$ cat config.mk
export PLATFORM = sky130hd
export DESIGN_NAME = lifo_stack_with_search_unit
export DESIGN_NICKNAME = d
export VERILOG_FILES = /design/src/hw/rtl/lss_pkg.sv /design/src/hw/rtl/lss_front.sv /design/src/hw/rtl/lss_queue.sv /design/src/hw/rtl/lss_back.sv /design/src/hw/rtl/lifo_stack_with_search_unit.sv
export SDC_FILE = /design/constraint.sdc
export NUM_CORES = 1
export LEC_CHECK = 0
export BUFFER_PORTS_ARGS = -buffer_cell sky130_fd_sc_hd__buf_4
export CORE_MARGIN = 8
export CORE_UTILIZATION = 51
export CTS_CLUSTER_SIZE = 16
export DETAILED_ROUTE_END_ITERATION = 10
export PLACE_DENSITY = 0.71
export SKIP_CTS_REPAIR_TIMING = 1
export SYNTH_ARGS = -nofsm -noshare
export SYNTH_HDL_FRONTEND = slang
export SYNTH_SLANG_ARGS = --single-unit
$ cat constraint.sdc
create_clock -name clk -period 6.9 [get_ports clk]
set_input_delay 1.035 -clock clk [delete_from_list [all_inputs] [get_ports clk]]
set_output_delay 1.035 -clock clk [all_outputs]
set_load 0.1 [all_outputs]
$ cat src/hw/rtl/lss_pkg.sv
`timescale 1ns / 1ps
package lss_pkg;

	// stack geometry
	localparam int DEPTH  = 16;
	localparam int IDX_W  = (DEPTH > 1) ? $clog2(DEPTH) : 1;
	localparam int FILL_W = 5;
	localparam int WORD_W = 32;

	// command queue between front and back
	localparam int QUEUE_DEPTH = 2;
	localparam int QPTR_W      = (QUEUE_DEPTH > 1) ? $clog2(QUEUE_DEPTH) : 1;
	localparam int QCNT_W      = $clog2(QUEUE_DEPTH + 1);

	// stream widths
	localparam int CMD_W     = 2;
	localparam int STATUS_W  = 3;
	localparam int S_TDATA_W = 40;
	localparam int M_TDATA_W = 48;
	localparam int M_TUSER_W = STATUS_W;

	// command codes
	localparam logic [CMD_W-1:0] CMD_PUSH   = 2'd0;
	localparam logic [CMD_W-1:0] CMD_POP    = 2'd1;
	localparam logic [CMD_W-1:0] CMD_SEARCH = 2'd2;
	localparam logic [CMD_W-1:0] CMD_NOP    = 2'd3;

	// result status codes
	localparam logic [STATUS_W-1:0] RS_PUSHED = 3'd0;
	localparam logic [STATUS_W-1:0] RS_FULL   = 3'd1;
	localparam logic [STATUS_W-1:0] RS_POPPED = 3'd2;
	localparam logic [STATUS_W-1:0] RS_EMPTY  = 3'd3;
	localparam logic [STATUS_W-1:0] RS_MATCH  = 3'd4;
	localparam logic [STATUS_W-1:0] RS_DONE   = 3'd5;

	typedef struct packed {
		logic [CMD_W-1:0]  op;
		logic [WORD_W-1:0] value;
	} cmd_item_t;

endpackage

$ cat src/hw/rtl/lss_front.sv
`timescale 1ns / 1ps
module lss_front (
	input  logic                          clk,
	input  logic                          arst_n,
	input  logic                          s_tvalid,
	output logic                          s_tready,
	input  logic [lss_pkg::S_TDATA_W-1:0] s_tdata,   // cmd[1:0], data_value[33:2], zero pad
	output logic                          q_wr_valid,
	input  logic                          q_wr_ready,
	output lss_pkg::cmd_item_t            q_wr_item
);

	logic                      valid_s1;
	lss_pkg::cmd_item_t        item_s1;
	logic [lss_pkg::CMD_W-1:0] cmd;

	assign cmd        = s_tdata[lss_pkg::CMD_W-1:0];
	assign s_tready   = !valid_s1 || q_wr_ready;
	assign q_wr_valid = valid_s1;
	assign q_wr_item  = item_s1;

	// unused command code is dropped here and never reaches the back
	always_ff @(posedge clk or negedge arst_n) begin
		if (!arst_n) begin
			valid_s1 <= 1'b0;
		end else if (s_tvalid && s_tready) begin
			valid_s1 <= (cmd != lss_pkg::CMD_NOP);
		end else if (q_wr_ready) begin
			valid_s1 <= 1'b0;
		end
	end

	always_ff @(posedge clk) begin
		if (s_tvalid && s_tready) begin
			item_s1.op    <= cmd;
			item_s1.value <= s_tdata[lss_pkg::CMD_W +: lss_pkg::WORD_W];
		end
	end

endmodule

$ cat src/hw/rtl/lss_queue.sv
`timescale 1ns / 1ps
module lss_queue (
	input  logic               clk,
	input  logic               arst_n,
	input  logic               wr_valid,
	output logic               wr_ready,
	input  lss_pkg::cmd_item_t wr_item,
	output logic               rd_valid,
	input  logic               rd_ready,
	output lss_pkg::cmd_item_t rd_item
);

	lss_pkg::cmd_item_t          slot_q [lss_pkg::QUEUE_DEPTH];
	logic [lss_pkg::QPTR_W-1:0]  wr_ptr_q;
	logic [lss_pkg::QPTR_W-1:0]  rd_ptr_q;
	logic [lss_pkg::QCNT_W-1:0]  count_q;
	logic                        do_wr;
	logic                        do_rd;

	assign wr_ready = (count_q != lss_pkg::QCNT_W'(lss_pkg::QUEUE_DEPTH));
	assign rd_valid = (count_q != '0);
	assign rd_item  = slot_q[rd_ptr_q];
	assign do_wr    = wr_valid && wr_ready;
	assign do_rd    = rd_valid && rd_ready;

	function automatic logic [lss_pkg::QPTR_W-1:0] next_ptr(input logic [lss_pkg::QPTR_W-1:0] p);
		if (p == lss_pkg::QPTR_W'(lss_pkg::QUEUE_DEPTH - 1)) begin
			return '0;
		end else begin
			return p + 1'b1;
		end
	endfunction

	always_ff @(posedge clk or negedge arst_n) begin
		if (!arst_n) begin
			wr_ptr_q <= '0;
			rd_ptr_q <= '0;
			count_q  <= '0;
		end else begin
			if (do_wr) begin
				wr_ptr_q <= next_ptr(wr_ptr_q);
			end
			if (do_rd) begin
				rd_ptr_q <= next_ptr(rd_ptr_q);
			end
			if (do_wr && !do_rd) begin
				count_q <= count_q + 1'b1;
			end else if (do_rd && !do_wr) begin
				count_q <= count_q - 1'b1;
			end
		end
	end

	always_ff @(posedge clk) begin
		if (do_wr) begin
			slot_q[wr_ptr_q] <= wr_item;
		end
	end

	a_count_bound: assert property (@(posedge clk) disable iff (!arst_n)
		count_q <= lss_pkg::QCNT_W'(lss_pkg::QUEUE_DEPTH))
		else $error("queue count beyond depth");

endmodule

$ cat src/hw/rtl/lss_back.sv
`timescale 1ns / 1ps
module lss_back (
	input  logic                          clk,
	input  logic                          arst_n,
	input  logic                          q_rd_valid,
	output logic                          q_rd_ready,
	input  lss_pkg::cmd_item_t            q_rd_item,
	output logic                          m_tvalid,
	input  logic                          m_tready,
	output logic [lss_pkg::M_TDATA_W-1:0] m_tdata,
	output logic [lss_pkg::M_TUSER_W-1:0] m_tuser,
	output logic                          m_tlast
);

	localparam logic [1:0] ST_IDLE = 2'd0;
	localparam logic [1:0] ST_SCAN = 2'd1;
	localparam logic [1:0] ST_DONE = 2'd2;

	localparam logic [lss_pkg::FILL_W-1:0] FULL_FILL = lss_pkg::FILL_W'(lss_pkg::DEPTH);

	logic [lss_pkg::WORD_W-1:0]   mem_q [lss_pkg::DEPTH];
	logic [1:0]                   state_q, state_d;
	logic [lss_pkg::FILL_W-1:0]   fill_q, fill_d;
	logic [lss_pkg::IDX_W-1:0]    idx_q, idx_d;
	logic [lss_pkg::WORD_W-1:0]   key_q;
	logic [lss_pkg::IDX_W-1:0]    rd_addr;
	logic [lss_pkg::WORD_W-1:0]   rd_word;
	logic                         can_emit;
	logic                         take;
	logic                         wr_en;
	logic                         emit;
	logic [lss_pkg::STATUS_W-1:0] e_status;
	logic [lss_pkg::WORD_W-1:0]   e_word;
	logic [lss_pkg::FILL_W-1:0]   e_pos;
	logic [lss_pkg::FILL_W-1:0]   e_fill;
	logic                         e_last;

	logic                         m_valid_q;
	logic [lss_pkg::STATUS_W-1:0] m_status_q;
	logic [lss_pkg::WORD_W-1:0]   m_word_q;
	logic [lss_pkg::FILL_W-1:0]   m_pos_q;
	logic [lss_pkg::FILL_W-1:0]   m_fill_q;
	logic                         m_last_q;

	assign can_emit   = !m_valid_q || m_tready;
	assign q_rd_ready = (state_q == ST_IDLE) && can_emit;
	assign take       = q_rd_ready && q_rd_valid;

	// scan walks down from the top; otherwise the top entry is read for pop
	assign rd_addr = (state_q == ST_SCAN) ? idx_q
	                                      : lss_pkg::IDX_W'(fill_q - 1'b1);
	assign rd_word = mem_q[rd_addr];

	always_comb begin
		state_d  = state_q;
		fill_d   = fill_q;
		idx_d    = idx_q;
		wr_en    = 1'b0;
		emit     = 1'b0;
		e_status = lss_pkg::RS_DONE;
		e_word   = '0;
		e_pos    = '0;
		e_fill   = fill_q;
		e_last   = 1'b1;
		unique case (state_q)
			ST_IDLE: begin
				if (take) begin
					unique case (q_rd_item.op)
						lss_pkg::CMD_PUSH: begin
							emit = 1'b1;
							if (fill_q == FULL_FILL) begin
								e_status = lss_pkg::RS_FULL;
							end else begin
								wr_en    = 1'b1;
								fill_d   = fill_q + 1'b1;
								e_status = lss_pkg::RS_PUSHED;
								e_fill   = fill_d;
							end
						end
						lss_pkg::CMD_POP: begin
							emit = 1'b1;
							if (fill_q == '0) begin
								e_status = lss_pkg::RS_EMPTY;
							end else begin
								fill_d   = fill_q - 1'b1;
								e_status = lss_pkg::RS_POPPED;
								e_word   = rd_word;
								e_fill   = fill_d;
							end
						end
						lss_pkg::CMD_SEARCH: begin
							if (fill_q == '0) begin
								emit = 1'b1;
							end else begin
								state_d = ST_SCAN;
								idx_d   = lss_pkg::IDX_W'(fill_q - 1'b1);
							end
						end
						default: begin
						end
					endcase
				end
			end
			ST_SCAN: begin
				if (can_emit) begin
					if (rd_word == key_q) begin
						emit     = 1'b1;
						e_status = lss_pkg::RS_MATCH;
						e_word   = rd_word;
						e_pos    = fill_q - lss_pkg::FILL_W'(idx_q);
						e_last   = 1'b0;
					end
					if (idx_q == '0) begin
						state_d = ST_DONE;
					end else begin
						idx_d = idx_q - 1'b1;
					end
				end
			end
			ST_DONE: begin
				if (can_emit) begin
					emit    = 1'b1;
					state_d = ST_IDLE;
				end
			end
			default: begin
				state_d = ST_IDLE;
			end
		endcase
	end

	always_ff @(posedge clk or negedge arst_n) begin
		if (!arst_n) begin
			state_q   <= ST_IDLE;
			fill_q    <= '0;
			idx_q     <= '0;
			m_valid_q <= 1'b0;
		end else begin
			state_q <= state_d;
			fill_q  <= fill_d;
			idx_q   <= idx_d;
			if (emit) begin
				m_valid_q <= 1'b1;
			end else if (m_tready) begin
				m_valid_q <= 1'b0;
			end
		end
	end

	always_ff @(posedge clk) begin
		if (wr_en) begin
			mem_q[fill_q[lss_pkg::IDX_W-1:0]] <= q_rd_item.value;
		end
		if (take) begin
			key_q <= q_rd_item.value;
		end
		if (emit) begin
			m_status_q <= e_status;
			m_word_q   <= e_word;
			m_pos_q    <= e_pos;
			m_fill_q   <= e_fill;
			m_last_q   <= e_last;
		end
	end

	assign m_tvalid = m_valid_q;
	assign m_tuser  = m_status_q;
	assign m_tlast  = m_last_q;
	assign m_tdata  = {(lss_pkg::M_TDATA_W - lss_pkg::WORD_W - 2 * lss_pkg::FILL_W)'(0),
	                   m_fill_q, m_pos_q, m_word_q};

	a_fill_bound: assert property (@(posedge clk) disable iff (!arst_n)
		fill_q <= FULL_FILL)
		else $error("fill count beyond depth");

	a_scan_in_range: assert property (@(posedge clk) disable iff (!arst_n)
		(state_q == ST_SCAN) |-> (fill_q != '0) && (lss_pkg::FILL_W'(idx_q) < fill_q))
		else $error("scan index outside held words");

	a_match_not_last: assert property (@(posedge clk) disable iff (!arst_n)
		(m_valid_q && m_status_q == lss_pkg::RS_MATCH) |-> !m_last_q)
		else $error("match beat marked last");

	a_no_take_while_busy: assert property (@(posedge clk) disable iff (!arst_n)
		(state_q != ST_IDLE) |-> !q_rd_ready)
		else $error("queue read during search");

endmodule

$ cat src/hw/rtl/lifo_stack_with_search_unit.sv
`timescale 1ns / 1ps
// a push or pop result beat passes the front register, a queue slot and the output register
// throughput: push and pop run at one beat per cycle while results are taken; a search occupies
//   the back end for its start, one step per held word through the single read port, and the done beat
// a two-entry command queue lets input keep flowing while a search drains
// reset clears fill count, queue and handshake state; stack words stay unknown
module lifo_stack_with_search_unit (
	input  logic                          clk,
	input  logic                          arst_n,
	// input stream
	input  logic                          s_tvalid,
	output logic                          s_tready,
	input  logic [lss_pkg::S_TDATA_W-1:0] s_tdata,   // cmd[1:0], data_value[33:2], zero pad
	// result stream
	output logic                          m_tvalid,
	input  logic                          m_tready,
	output logic [lss_pkg::M_TDATA_W-1:0] m_tdata,   // word[31:0], position[36:32], fill[41:37], zero pad
	output logic [lss_pkg::M_TUSER_W-1:0] m_tuser,   // status[2:0]
	output logic                          m_tlast    // final beat of a command
);

	// front to queue
	logic               fq_valid;
	logic               fq_ready;
	lss_pkg::cmd_item_t fq_item;

	// queue to back
	logic               qb_valid;
	logic               qb_ready;
	lss_pkg::cmd_item_t qb_item;

	// front: takes beats, drops the unused command code, registers the rest
	lss_front u_front (
		.clk        (clk),
		.arst_n     (arst_n),
		.s_tvalid   (s_tvalid),
		.s_tready   (s_tready),
		.s_tdata    (s_tdata),
		.q_wr_valid (fq_valid),
		.q_wr_ready (fq_ready),
		.q_wr_item  (fq_item)
	);

	// short command queue decoupling the two halves
	lss_queue u_queue (
		.clk      (clk),
		.arst_n   (arst_n),
		.wr_valid (fq_valid),
		.wr_ready (fq_ready),
		.wr_item  (fq_item),
		.rd_valid (qb_valid),
		.rd_ready (qb_ready),
		.rd_item  (qb_item)
	);

	// back: owns the stack store, runs push, pop and the top-down search scan,
	// and holds each result in an output register until taken
	lss_back u_back (
		.clk        (clk),
		.arst_n     (arst_n),
		.q_rd_valid (qb_valid),
		.q_rd_ready (qb_ready),
		.q_rd_item  (qb_item),
		.m_tvalid   (m_tvalid),
		.m_tready   (m_tready),
		.m_tdata    (m_tdata),
		.m_tuser    (m_tuser),
		.m_tlast    (m_tlast)
	);

endmodule

# Yosys cells after proc, flatten, opt, wreduce, memory -nomap -nowiden
# Memory sizes are Yosys's and may differ from the RTL's.
# Index checks and enable logic that the tools add are counted.
[totals]
register_bits = 129
ramBits = 580
inputBits = 44
out_inout_bits = 54
elab_cells = 123
n_memories = 2
[op_classes]
addsub = 8
n_eq_ne = 15
n_mux = 56
reduce_logical = 26
[mem_list]
columns = ["name", "depth", "width", "read_ports", "rd_clocked_by_memory_dff", "wr", "line_no", "rtl"]
rows = [
  ["u_back.mem_q", 16, 32, 1, 0, 1, "lss_back.sv:21", "logic [lss_pkg::WORD_W-1:0] mem_q [lss_pkg::DEPTH];"],
  ["u_queue.slot_q", 2, 34, 1, 0, 1, "lss_queue.sv:13", "lss_pkg::cmd_item_t slot_q [lss_pkg::QUEUE_DEPTH];"],
]
[op_table]
columns = ["operator", "count"]
rows = [
  ["$mux W32", 5],
  ["$pmux W32 S2", 1],
  ["$eq A32 B32 Y1", 1],
  ["$mux W4", 6],
  ["$mux W1", 23],
  ["$mux W5", 4],
  ["$mux W2", 8],
  ["$ne A2 B2 Y1 const B", 7],
  ["$pmux W3 S2", 2],
  ["$reduce_and A6 Y1", 2],
  ["$pmux W5 S2", 1],
  ["$reduce_bool A2 Y1", 5],
  ["$pmux W4 S2", 1],
  ["$logic_and A1 B1 Y1", 6],
  ["$mux W3", 2],
  ["$pmux W2 S3", 1],
  ["$add A5 B1 Y5 const B", 1],
  ["$eq A5 B5 Y1 const B", 1],
  ["$logic_not A5 Y1", 1],
  ["$sub A5 B1 Y5 const B", 1],
  ["$sub A5 B4 Y5", 1],
  ["$eq A2 B1 Y1 const B", 2],
  ["$eq A2 B2 Y1 const B", 2],
  ["$logic_not A1 Y1", 4],
  ["13 further kinds", 17],
]

# Depth between registers and ports, before layout
[logic_depth]
depth_word = 8
ltp_mapped = 19
depth_no_buf = 13

# Hierarchy
# Synthesis repeated with hierarchy kept, for this count alone.
[unflattened]
hier_cells = 1523
hier_area_um2 = 27983.1
[modules_own_cells]
columns = ["module", "n_inst", "cells_each", "area_per_inst_um2", "seq_area_each_um2"]
rows = [
  ["lss_back", 1, 1360, 24101.9, 18017.3],
  ["lss_queue", 1, 124, 2798.9, 2142.1],
  ["lss_front", 1, 39, 1082.3, 1046.0],
]

# Worst setup path after synthesis
# Ideal clock, no wire load.
[synth_path]
path_type = "reg2reg"
startpoint = "reg u_back.fill_q[0] in the netlist's numbering"
endpoint = "reg u_back.m_fill_q[0] in the netlist's numbering (enable)"
setup_time_ns = 0.411
arrival_ns = 4.596
path_slack_ns = 1.893
stages_incl_launch_ff = 16
n_path_buf = 3
period_less_slack_ns = 5.007
cell_sequence = "dfrtp_1 > clkbuf_1 > inv_1 > ha_1 > mux2i_2 > clkbuf_1 > mux4_2 > a22oi_1 > nand2_1 > xor2_1 > nor4_1 > nand2_1 > nor4_2 > inv_2 > buf_2 > nand3_1"
[synth_via]
elab_chain_cells = 7
[synth_lines]
columns = ["item", "line_no", "rtl"]
rows = [
  ["from (decl)", "lss_back.sv:23", "logic [lss_pkg::FILL_W-1:0] fill_q, fill_d;"],
  ["from (signal assigned)", "lss_back.sv:140", "fill_q <= fill_d;"],
  ["$sub A5 B1 Y5", "lss_back.sv:51", ": lss_pkg::IDX_W'(fill_q - 1'b1);"],
  ["$mux W4", "lss_back.sv:50", "assign rd_addr = (state_q == ST_SCAN) ? idx_q"],
  ["$mem_v2 Z16 W32", "n/a", ""],
  ["$eq A32 B32 Y1", "lss_back.sv:106", "if (rd_word == key_q) begin"],
  ["$mux W1", "lss_back.sv:106", ""],
  ["$mux W1", "lss_back.sv:105", "if (can_emit) begin"],
  ["$pmux W1 S3 (*)", "lss_back.sv:65", "unique case (state_q)"],
  ["net u_back.emit", "lss_back.sv:31", "logic emit;"],
  ["to (signal assigned)", "lss_back.sv:161", "m_fill_q <= e_fill;"],
  ["to (decl)", "lss_back.sv:42", "logic [lss_pkg::FILL_W-1:0] m_fill_q;"],
]
# The timed path passes the listed nets; every way through them passes the cells marked *.
# A chain may end at the register's enable or synchronous reset.

# Worst setup path after layout
[layout_path]
startpoint = "reg u_back.state_q[1]"
endpoint = "reg u_back.m_word_q[15] in the netlist's numbering (enable)"
[layout_via]
elab_chain_cells = 7
[layout_lines]
columns = ["item", "line_no", "rtl"]
rows = [
  ["from (decl)", "lss_back.sv:22", "logic [1:0] state_q, state_d;"],
  ["from (signal assigned)", "lss_back.sv:139", "state_q <= state_d;"],
  ["$eq A2 B1 Y1", "lss_back.sv:50, lss_back.sv:65", ""],
  ["$mux W4", "lss_back.sv:50", ""],
  ["$mem_v2 Z16 W32", "n/a", ""],
  ["$eq A32 B32 Y1", "lss_back.sv:106", ""],
  ["$mux W1", "lss_back.sv:106", ""],
  ["$mux W1", "lss_back.sv:105", ""],
  ["$pmux W1 S3 (*)", "lss_back.sv:65", ""],
  ["net u_back.emit", "lss_back.sv:31", ""],
  ["to (signal assigned)", "lss_back.sv:159", "m_word_q <= e_word;"],
  ["to (decl)", "lss_back.sv:40", "logic [lss_pkg::WORD_W-1:0] m_word_q;"],
]
# Marks and branches as above.

==> metrics.cfg <==
[cells_and_area]
diodes=0
drive_gt1_share_pct=23.5
finalNetCount=1682
fill_cells=3845
synthToLayoutAreaGrowth_pct=14.0

[global_route]
grt_overflow=0
track_usage_pct=19.9
antenna_found_initial=1
grt_pass1_wl_mm=92.3
grt_pass1_vias=14400
grt_max_degree=91

[run]
drv_cap=0

[worst_hold_path]
hold_path_class=in -> async

[drt]
drc=0
dr.pass1.iters=5
first_iter_violations=1598
routed_wl_mm=62.8
viasPerCell=6.03
vias=14300
avgRoutedWirePerCell_um=26.5
antenna_left=0

[timing]
worstMarginPinSlew_ns=1.22
rsz0062_at_grt=no
final.setup.tns_ns=0
fin_skew_ns=0.0344
fmax_ghz=0.172
period_needed_ns=5.81
finalCritPeriodShare_pct=84.1
relSlewSlack_pct=18.2
slew_violations=0
finalSetupViolCount=0
hold_viol=0

[clock_tree]
clk_pin_slew_ns=0.06
root_buffer=clkbuf_16
clk_path_buf_depth=3
cts_tree=yes
cts_num_sinks=709
h-tree-depth=3
clock_latency_ns=0.61
numCtsBuffers=70

[logic_synthesis]
synthesis.area_um2=27600
synthDistinctLibCells=64
synth-seq-cells=709
synth-main-ff-cell=edfxtp_1
syn_avg_cell_area_um2=18.5
async_flop_share_pct=2.40
synthCells=1491
seq_area_frac_synth_pct=76.7
yosysWarnings=0
synth_edf_count=692

[run_status]
status=finished clean

[die]
core-area_um2=53700
die_w_um=249
die-height_um=249
start_util_pct=51.5
rows=85
die_area_um2=61900
ios=98

[place]
dp.final_hpwl_mm=35.0
gp_congestion=0.837
numPortBuffers=85

[setup_path]
cp.arrival_ns=6.03
path_max_fanout=90
start_kind=flop
crit_required_ns=7.13
criticalPathCategory=reg -> reg
end_kind=flop

through the flow:
step           utilization [%]  cell area (um2)  cells  hold slack, ns  worst slack, ns
2_1_floorplan                -            27700   1496           0.421             1.89
3_3_place_gp              54.6            29400   2250           0.423             1.24
3_5_place_dp              54.6            29400   2250           0.430             1.23
4_1_cts                   58.7            31500   2375           0.263             1.18
5_1_grt                   58.7            31500   2375           0.294            0.737
6_report                  58.7            31500   2375           0.287             1.09
cell type report:
type | instances | area [um2] | area share [%]
clock buffer | 84 | 1890 | 5.99
clock inverter | 41 | 280 | 0.889
inverter | 24 | 90.1 | 0.286
multi-input combinational | 683 | 6130 | 19.5
sequential | 709 | 21200 | 67.3
tap | 696 | 871 | 2.76
timing repair buffer | 138 | 1050 | 3.33
cells in the final DEF (no fill, tap or decap), types with 11 or more instances in the layout:
master,synthesis,layout
edfxtp_1,692,692
mux4_2,77,77
a21boi_1,22,22
o211a_1,14,14
nor2_1,43,29
a211oi_1,27,27
clkinv_1,1,18
mux2_2,44,44
nand2_1,107,107
a22oi_1,38,38
dfrtp_1,17,16
clkinv_2,0,16
nor2_4,0,13
mux2i_1,62,62
nand3_1,44,43
a21oi_1,27,27
buf_4,10,137
xor2_1,21,21
clkbuf_16,0,73
inv_1,22,21
ha_1,11,11
o211ai_1,14,14
xnor2_1,16,16
final timing paths:
check	startpoint	endpoint	slack, ns	cells after the start
min in group clk	u_front.q_wr_item[0]	u_queue.slot_q[0][0]	0.43	0
max in group asynchronous	arst_n	u_back.fill_q[0]	6.39	1
worst max-delay path	u_back.state_q[1]	u_back.m_word_q[15]	1.09	13
worst min-delay path	arst_n	u_queue.count_q[0]	0.29	1
worst max register to register	u_back.state_q[1]	u_back.m_word_q[15]	1.09	13
worst min register to register	u_front.q_wr_item[0]	u_queue.slot_q[0][0]	0.43	0
critical path, cell delays in order, from the launching register on:
cell      delay [ns]
dfrtp_1         0.49
nand2b_1        0.41
a21oi_4         0.74
buf_12          0.47
mux4_2          0.58
a22oi_1         0.23
nand2_1         0.16
xor2_1          0.17
nor4_1          0.43
nand2_1         0.25
nor4_2          0.65
inv_2           0.08
nand3_2         0.09
buf_4           0.44
kinds of logic after synthesis:
family	Yosys count	share of synthesized area [%]
flip-flops	709	76.7
AND/OR/NAND/NOR	236	3.86
AO/OA/AOI/OAI	208	5.55
multiplexers	184	10.4
buffers and inverters	104	1.74
XOR/XNOR	37	1.17
adder cells (fa/ha/maj)	12	0.570
other	1	0.0136
metal layers:
layer	track usage [%]	routed length [um]	vias up
met5	0	0	-
met4	7.10	1790	0
met3	3.54	5090	101
met2	32.5	30500	682
met1	26.9	25500	7308
li1	-	-	6233
registers in the layout, summed over array words and instances (netlist names):
register	cells
u_back.m_fill_q	5
u_back.fill_q	5
u_back.m_tuser	3
u_queue.slot_q	68
u_front.q_wr_valid	1
u_back.key_q	32
u_back.m_tvalid	1
u_back.m_word_q	32
u_queue.rd_ptr_q	1
u_back.idx_q	4
u_front.q_wr_item	34
u_back.mem_q	512
u_back.state_q	2
u_back.m_pos_q	5
u_back.m_tlast	1
u_queue.count_q	2
u_queue.wr_ptr_q	1
cells in the mapped netlist, types with 6 or more instances:
cell type	n	area share [%]
nand3_1	44	0.80
xnor2_1	16	0.51
xor2_1	21	0.67
nand2_1	107	1.5
a311oi_1	9	0.29
a211o_1	6	0.19
a211oi_1	27	0.73
edfxtp_1	692	75
o21ai_0	8	0.14
a21oi_1	27	0.49
mux4_2	77	6.3
and3_1	7	0.16
ha_1	11	0.50
buf_2	31	0.56
a31oi_1	6	0.14
mux2i_1	62	2.2
inv_1	22	0.30
o211ai_1	14	0.38
a22oi_1	38	1.0
clkbuf_1	36	0.49
nor2_1	43	0.58
o211a_1	14	0.51
a21boi_1	22	0.60
mux2_2	44	1.8
nor3_1	6	0.11
buf_4	10	0.27
dfrtp_1	17	1.5
nor4_1	6	0.14
Power is left out: the tool's default activity adds up to more than one toggle a clock period on the data nets, which glitch-free logic cannot reach.
